==> src/design/tld_pkg.sv <==
// Shared constants, register codes and sequencer states of the touch level detector.
package tld_pkg;

  localparam int CHANNELS    = 3;
  localparam int CAL_SAMPLES = 10;

  localparam int CH_W    = 2;
  localparam int RAW_W   = 24;
  localparam int THR_W   = 10;
  localparam int MD_W    = 24;
  localparam int ALPHA_W = 9;
  localparam int LVL_W   = 18;
  localparam int SUM_W   = 28;
  localparam int MAP_W   = 10;
  localparam int FRAC_W  = 8;
  localparam int CNT_W   = $clog2(CAL_SAMPLES + 1);
  localparam int PROD_W  = MD_W + MAP_W;
  localparam int ACC_W   = LVL_W + ALPHA_W;
  localparam int STEP_W  = $clog2(SUM_W);

  localparam int CFG_IDX_W  = 2;
  localparam int CFG_DATA_W = 24;

  localparam logic [ALPHA_W-1:0] ONE_Q8 = ALPHA_W'(256);

  localparam logic [THR_W-1:0]   THRESHOLD_RST = THR_W'(256);
  localparam logic [MD_W-1:0]    MAX_DIFF_RST  = MD_W'(30000);
  localparam logic [ALPHA_W-1:0] ALPHA_RST     = ALPHA_W'(179);

  localparam logic [CFG_IDX_W-1:0] REG_THRESHOLD = CFG_IDX_W'(0);
  localparam logic [CFG_IDX_W-1:0] REG_MAX_DIFF  = CFG_IDX_W'(1);
  localparam logic [CFG_IDX_W-1:0] REG_ALPHA     = CFG_IDX_W'(2);

  localparam logic OP_CAL  = 1'b0;
  localparam logic OP_MEAS = 1'b1;

  typedef enum logic [1:0] {
    ST_IDLE,
    ST_DIV,
    ST_MUL,
    ST_DONE
  } tld_state_e;

endpackage

==> src/design/touch_level_detector.sv <==
// Sequence: a measurement request runs 10 divider steps, 9 multiply steps and one commit
// before a change of touch state shows as an event; the next request is taken in the cycle after the commit.
// The commit waits while an earlier event is still held by the output stall.
// A calibration request only adds to its channel sum; the last one of a run also runs 28 divider steps.
// Requests are held off while the shared bit-serial divider and the bit-serial Q1.8 multiplier work.
// Reset is asynchronous, active low: registers return to defaults, all channel state clears.
module touch_level_detector
  import tld_pkg::*;
(
  input  logic                  clk_i,
  input  logic                  rst_ni,
  input  logic                  cfg_we_i,
  input  logic [CFG_IDX_W-1:0]  cfg_index_i,
  input  logic [CFG_DATA_W-1:0] cfg_data_i,
  input  logic                  in_valid_i,
  output logic                  in_stall_o,
  input  logic                  op_i,
  input  logic [CH_W-1:0]       channel_i,
  input  logic [RAW_W-1:0]      raw_sample_i,
  output logic                  out_valid_o,
  input  logic                  out_stall_i,
  output logic [CH_W-1:0]       event_channel_o,
  output logic                  touched_o
);

  tld_state_e state_q, state_d;

  logic [THR_W-1:0]   threshold_q;
  logic [MD_W-1:0]    max_diff_q;
  logic [ALPHA_W-1:0] alpha_q;

  logic [RAW_W-1:0] baseline_q [CHANNELS];
  logic [SUM_W-1:0] cal_sum_q  [CHANNELS];
  logic [CNT_W-1:0] cal_cnt_q  [CHANNELS];
  logic [LVL_W-1:0] level_q    [CHANNELS];
  logic             last_q     [CHANNELS];

  logic              op_q;
  logic [CH_W-1:0]   ch_q;
  logic              tch_q;
  logic [LVL_W-1:0]  lvl_q;
  logic [MD_W-1:0]   rem_q;
  logic [SUM_W-1:0]  sh_q;
  logic [ALPHA_W-1:0] a_sh_q;
  logic [ALPHA_W-1:0] b_sh_q;
  logic [ACC_W-1:0]  acc_q;
  logic [STEP_W-1:0] step_q;

  logic out_valid_q;
  logic [CH_W-1:0] ev_ch_q;
  logic ev_tch_q;

  logic accept, in_range, cal_last, slot_free, last_step;
  logic do_div, do_mul, do_commit;

  logic [RAW_W-1:0]   base_rd;
  logic [RAW_W-1:0]   excess;
  logic [MD_W-1:0]    clamped;
  logic [PROD_W-1:0]  prod;
  logic [SUM_W-1:0]   sum_new;
  logic [CNT_W:0]     cnt_new;
  logic [ALPHA_W-1:0] a_sat;

  logic [MD_W:0]      div_t;
  logic [MD_W:0]      div_dvs;
  logic               div_ge;
  logic [MD_W:0]      div_sub;
  logic [LVL_W-1:0]   m8;
  logic [ACC_W-1:0]   acc_d;
  logic [LVL_W-1:0]   lvl_new;
  logic               now_tch;

  assign in_range  = channel_i < CH_W'(CHANNELS);
  assign accept    = in_valid_i && !in_stall_o;
  assign slot_free = !out_valid_q || !out_stall_i;
  assign last_step = step_q == '0;

  // accept-time datapath
  assign base_rd = baseline_q[channel_i];
  assign excess  = (raw_sample_i >= base_rd) ? raw_sample_i - base_rd : '0;
  assign clamped = (excess > max_diff_q) ? max_diff_q : excess;
  assign prod    = {clamped, MAP_W'(0)} - {MAP_W'(0), clamped};
  assign sum_new = cal_sum_q[channel_i] + SUM_W'(raw_sample_i);
  assign cnt_new = {1'b0, cal_cnt_q[channel_i]} + (CNT_W + 1)'(1);
  assign cal_last = cnt_new >= (CNT_W + 1)'(CAL_SAMPLES);
  assign a_sat   = (alpha_q > ONE_Q8) ? ONE_Q8 : alpha_q;

  // shared restoring divider, one quotient bit per cycle
  assign div_t   = {rem_q, sh_q[SUM_W-1]};
  assign div_dvs = (op_q == OP_MEAS) ? {1'b0, max_diff_q} : (MD_W + 1)'(CAL_SAMPLES);
  assign div_ge  = (div_t >= div_dvs) && (div_dvs != '0);
  assign div_sub = div_t - div_dvs;

  // MSB-first shift-add multiply over the bits of alpha and one minus alpha
  assign m8    = {sh_q[MAP_W-1:0], FRAC_W'(0)};
  assign acc_d = {acc_q[ACC_W-2:0], 1'b0}
               + (a_sh_q[ALPHA_W-1] ? ACC_W'(m8) : '0)
               + (b_sh_q[ALPHA_W-1] ? ACC_W'(lvl_q) : '0);

  assign lvl_new = acc_q[LVL_W+FRAC_W-1:FRAC_W];
  assign now_tch = lvl_new[LVL_W-1:FRAC_W] >= threshold_q;

  always_comb begin
    state_d = state_q;
    unique case (state_q)
      ST_IDLE: begin
        if (accept && in_range && (op_i == OP_MEAS || cal_last)) begin
          state_d = ST_DIV;
        end
      end
      ST_DIV: begin
        if (last_step) begin
          state_d = (op_q == OP_MEAS) ? ST_MUL : ST_IDLE;
        end
      end
      ST_MUL: begin
        if (last_step) begin
          state_d = ST_DONE;
        end
      end
      ST_DONE: begin
        if (slot_free) begin
          state_d = ST_IDLE;
        end
      end
      default: state_d = ST_IDLE;
    endcase
  end

  always_comb begin
    in_stall_o = 1'b1;
    do_div     = 1'b0;
    do_mul     = 1'b0;
    do_commit  = 1'b0;
    unique case (state_q)
      ST_IDLE: in_stall_o = 1'b0;
      ST_DIV:  do_div     = 1'b1;
      ST_MUL:  do_mul     = 1'b1;
      ST_DONE: do_commit  = slot_free;
      default: in_stall_o = 1'b1;
    endcase
  end

  always_ff @(posedge clk_i or negedge rst_ni) begin
    if (!rst_ni) begin
      state_q     <= ST_IDLE;
      threshold_q <= THRESHOLD_RST;
      max_diff_q  <= MAX_DIFF_RST;
      alpha_q     <= ALPHA_RST;
      out_valid_q <= 1'b0;
      for (int c = 0; c < CHANNELS; c++) begin
        baseline_q[c] <= '0;
        cal_sum_q[c]  <= '0;
        cal_cnt_q[c]  <= '0;
        level_q[c]    <= '0;
        last_q[c]     <= 1'b0;
      end
    end else begin
      state_q <= state_d;
      if (cfg_we_i) begin
        unique case (cfg_index_i)
          REG_THRESHOLD: threshold_q <= cfg_data_i[THR_W-1:0];
          REG_MAX_DIFF:  max_diff_q  <= cfg_data_i[MD_W-1:0];
          REG_ALPHA:     alpha_q     <= cfg_data_i[ALPHA_W-1:0];
          default:       ;
        endcase
      end
      if (accept && in_range && op_i == OP_CAL) begin
        if (cal_last) begin
          cal_sum_q[channel_i] <= '0;
          cal_cnt_q[channel_i] <= '0;
        end else begin
          cal_sum_q[channel_i] <= sum_new;
          cal_cnt_q[channel_i] <= cnt_new[CNT_W-1:0];
        end
      end
      if (do_div && last_step && op_q == OP_CAL) begin
        baseline_q[ch_q] <= {sh_q[RAW_W-2:0], div_ge};
        level_q[ch_q]    <= '0;
      end
      if (do_commit && now_tch != tch_q) begin
        out_valid_q <= 1'b1;
      end else if (out_valid_q && !out_stall_i) begin
        out_valid_q <= 1'b0;
      end
      if (do_commit) begin
        level_q[ch_q] <= lvl_new;
        if (now_tch != tch_q) begin
          last_q[ch_q] <= now_tch;
        end
      end
    end
  end

  always_ff @(posedge clk_i) begin
    if (accept) begin
      op_q   <= op_i;
      ch_q   <= channel_i;
      tch_q  <= last_q[channel_i];
      lvl_q  <= level_q[channel_i];
      a_sh_q <= a_sat;
      b_sh_q <= ONE_Q8 - a_sat;
      acc_q  <= '0;
      if (op_i == OP_MEAS) begin
        rem_q  <= prod[PROD_W-1:MAP_W];
        sh_q   <= {prod[MAP_W-1:0], (SUM_W - MAP_W)'(0)};
        step_q <= STEP_W'(MAP_W - 1);
      end else begin
        rem_q  <= '0;
        sh_q   <= sum_new;
        step_q <= STEP_W'(SUM_W - 1);
      end
    end
    if (do_div) begin
      rem_q  <= div_ge ? div_sub[MD_W-1:0] : div_t[MD_W-1:0];
      sh_q   <= {sh_q[SUM_W-2:0], div_ge};
      step_q <= last_step ? STEP_W'(ALPHA_W - 1) : step_q - STEP_W'(1);
    end
    if (do_mul) begin
      acc_q  <= acc_d;
      a_sh_q <= {a_sh_q[ALPHA_W-2:0], 1'b0};
      b_sh_q <= {b_sh_q[ALPHA_W-2:0], 1'b0};
      step_q <= step_q - STEP_W'(1);
    end
    if (do_commit && now_tch != tch_q) begin
      ev_ch_q  <= ch_q;
      ev_tch_q <= now_tch;
    end
  end

  assign out_valid_o     = out_valid_q;
  assign event_channel_o = ev_ch_q;
  assign touched_o       = ev_tch_q;

endmodule

==> config.mk <==
export PLATFORM = sky130hd
export DESIGN_NAME = touch_level_detector
export DESIGN_NICKNAME = d
export VERILOG_FILES = /design/src/design/tld_pkg.sv /design/src/design/touch_level_detector.sv
export SDC_FILE = /design/constraint.sdc
export NUM_CORES = 1
export LEC_CHECK = 0
export BUFFER_PORTS_ARGS = -buffer_cell sky130_fd_sc_hd__clkbuf_2
export CAP_MARGIN = 20
export CORE_MARGIN = 8
export CORE_UTILIZATION = 25
export DETAILED_ROUTE_END_ITERATION = 8
export PLACE_DENSITY = 0.42
export SLEW_MARGIN = 25
export SYNTH_ARGS = -nofsm -noshare
export SYNTH_HDL_FRONTEND = slang
export SYNTH_SLANG_ARGS = --single-unit
==> constraint.sdc <==
create_clock -name clk_i -period 8.93 [get_ports clk_i]
set_input_delay 1.786 -clock clk_i [delete_from_list [all_inputs] [get_ports clk_i]]
set_output_delay 1.786 -clock clk_i [all_outputs]
set_load 0.005 [all_outputs]
==> flow_summary_export.csv <==
group,metric,value,unit
setup_path,worstPathRequired,9.28,ns
setup_path,critPathArrivalTime,8.74,ns
floorplan,dieHeight,333,um
sta,fin_setup_tns,0,ns
sta,layout_min_cycle_time,8.39,ns
placement,place.gp.congestion,0.906,
setup_path,cp_top_family,"compound AO/OA/AOI/OAI gates",
synthesis,yosysTopAreaCellShare,25.6,%
sta,hold_viol,0,
floorplan,rows,116,
sta,period_share,93.9,%
placement,io_buffers,62,
clock_tree,clk-insertion-delay-late,0.60,ns
synthesis,syn-cell-area,0.0252,mm^2
clock_tree,cts_buffers,48,
clock_tree,postCtsSetupBuffers,0,
floorplan,ios,63,
clock_tree,path_clk_slew,0.06,ns
setup_path,path_buf_inv,4,
synthesis,yosysMostFrequentCell,"nand2_1",
floorplan,fp.dieW,333,um
power,leakage,12.9,nW
detailed_routing,ant_nets,0,
hold_path,min_path_type,"register to register",
synthesis,synth_xor_area_share,3.71,%
final_layout,nets,2961,
clock_tree,clock_sinks,396,
setup_path,r2r_cells,27,
grt,grt.overflow.total,0,
hold_path,whs_path_depth,2,
sta,worst_pin_slew,0.998,ns
sta,max_clock_freq,119,MHz
detailed_routing,drtIter0Drc,1535,
synthesis,synth_simple_gate_area_share,17.2,%
synthesis,synth-main-ff-cell,"dfrtp_1",
detailed_routing,via_count,20400,
synthesis,async_reset_ff_share,68.4,%
floorplan,die_area,0.111,mm^2
setup_path,critical_path_class,"input port to register",
synthesis,synth-seq-cells,396,
sta,rsz0062_at_grt,"false",
floorplan,start_util,25.2,%
grt,gr-usage-all-layers,14.8,%
detailed_routing,drc,0,
synthesis,seq_area_frac_synth,41.9,%
final_layout,drive_gt1_share,15.5,%
final_layout,areaGrowthSynthToFinish,15.8,%
detailed_routing,first_pass_iters,5,
setup_path,cp_slowest_cell,"or4_1",
grt,grt_pass1_wl,130000,um
synthesis,synthAdderAreaFrac,8.41,%
synthesis,synthCells,2664,
clock_tree,tritoncts,"yes",
run_status,outcome,"finished clean",
grt,grt_pass1_vias,20900,
placement,preCtsSetupSlack,0.0445,ns
clock_tree,cts_max_level,2,
synthesis,synth_edf_count,124,
synthesis,synth_top_family_by_area,"simple AND/OR/NAND/NOR gates",
clock_tree,clockBufferDepth,3,
detailed_routing,viasPerCell,5.01,
synthesis,synth_compound_area_share,16.2,%
synthesis,synth.largest_area_cell,"dfrtp_1",
synthesis,synthTopCellsByArea,"dfrtp_1 26%, edfxtp_1 15%, ha_1 7.3%",
setup_path,cp_max_fo,11,
floorplan,core_area,0.100,mm^2
setup_path,critPathMostFrequentCell,"buf_4",
setup_path,cpPeakStageDelay,0.48,ns
clock_tree,hold_buffers,0,
synthesis,muxShareOfSynthArea,9.38,%
sta,max_slew_margin,33.4,%
setup_path,cp-end-kind,"register",
sta,final_max_slew_viol_count,0,
synthesis,syn_area_per_cell,9.45,um^2
placement,dp.final_hpwl,61300,um
clock_tree,cts_resized,0,
synthesis,ys_top_cells_by_count,"447 x nand2_1, 258 x dfrtp_1, 196 x o21ai_0, 146 x ha_1, 141 x a21oi_1",
power,powerDensity,344,mW/mm^2
clock_tree,root_buffer,"clkbuf_16",
sta,setup_viol,0,
job,cap_violations,0,
detailed_routing,routedWlPerCell,20.6,um
setup_path,path_depth,28,
power,vdd_drop_max,158,uV
setup_path,crit_path_start_kind,"input port",
sta,clock_skew,0.0243,ns
sta,setup_ws,0.542,ns
detailed_routing,wl,84100,um
synthesis,synth_fp_nets,2882,
grt,antenna_found_initial,5,
synthesis,yosysUniqueCellTypes,93,
grt,grt_max_degree,171,
synthesis,yosys_warnings,0,
[layout by cell type, fill, tap and decap left out, types with 84 or more instances in the layout]
cell type,count
inv_1,84
o21ai_0,193
nand2_1,438
mux2i_1,101
buf_4,93
nor2_1,135
edfxtp_1,124
ha_1,144
dfrtp_1,258
mux2_2,120
a21oi_1,139
[layout make-up]
class | count | area (um^2)
multi-input combinational | 2053 | 14000
tap | 1298 | 1620
clock buffer | 67 | 1340
clock inverter | 23 | 196
fill | 10400 | 70800
sequential | 396 | 10500
inverter | 84 | 315
antenna | 2 | 5.00
timing repair buffer | 160 | 1140
[registers in the layout, summed over array words and instances (netlist names), 9 cells and up, named ones only]
signal       flops
cal_cnt_q       12
max_diff_q      24
level_q         54
alpha_q          9
cal_sum_q       84
sh_q            28
a_sh_q           9
baseline_q      72
threshold_q     10
lvl_q           18
rem_q           24
acc_q           26
[tightest hold or removal path, stage by stage, from the launching register on]
cell     delay [ns]
dfrtp_1        0.34
nand2_1        0.05
nand2_1        0.05
[final timing paths]
path | startpoint | to | slack [ns]
max in group asynchronous | rst_ni | max_diff_q[22] | 6.26
max | channel_i[1] | rem_q[23] | 0.54
min reg2reg | baseline_q[65] | baseline_q[65] | 0.47
min | baseline_q[65] | baseline_q[65] | 0.47
min in group asynchronous | rst_ni | cal_sum_q[64] | 1.20
max reg2reg | baseline_q[48] | rem_q[23] | 1.67
[kinds of logic after synthesis]
group / after synthesis
AOI/OAI and AO/OA: 631
xor gates and xnor gates: 105
adders and majority gates: 161
buffers and inverters: 215
DFF: 396
muxes: 221
and+or+nand+nor: 935
[power by group]
group / internal (W) / total, W / switching, W
Clock: 0.00114 / 0.00195 / 0.000809
Sequential: 0.00265 / 0.00313 / 0.000478
Combinational: 0.00200 / 0.00496 / 0.00295
[per-stage QoR]
step | power, W | hold WS (ns) | cell area (um^2) | utilization [%] | std cells
floorplan | 0.00650 | 0.445 | 25500 | - | 2664
global placement | 0.00802 | 0.458 | 27600 | 27.6 | 3990
detailed placement | 0.00809 | 0.464 | 27600 | 27.6 | 3990
CTS | 0.0101 | 0.477 | 29100 | 29.1 | 4080
global route | 0.0108 | 0.491 | 29200 | 29.2 | 4081
finish | 0.0100 | 0.474 | 29200 | 29.2 | 4083
[routing by layer]
| layer | global-route usage, % | wire length, um | share of wire (%) |
|---|---|---|---|
| met4 | 3.97 | 2070 | 2.5 |
| met3 | 2.55 | 4300 | 5.1 |
| met5 | 0 | 13 | 0.015 |
| met2 | 23.1 | 36900 | 44 |
| met1 | 21.0 | 40900 | 49 |
Note: power is estimated with default switching activity, not from simulation.
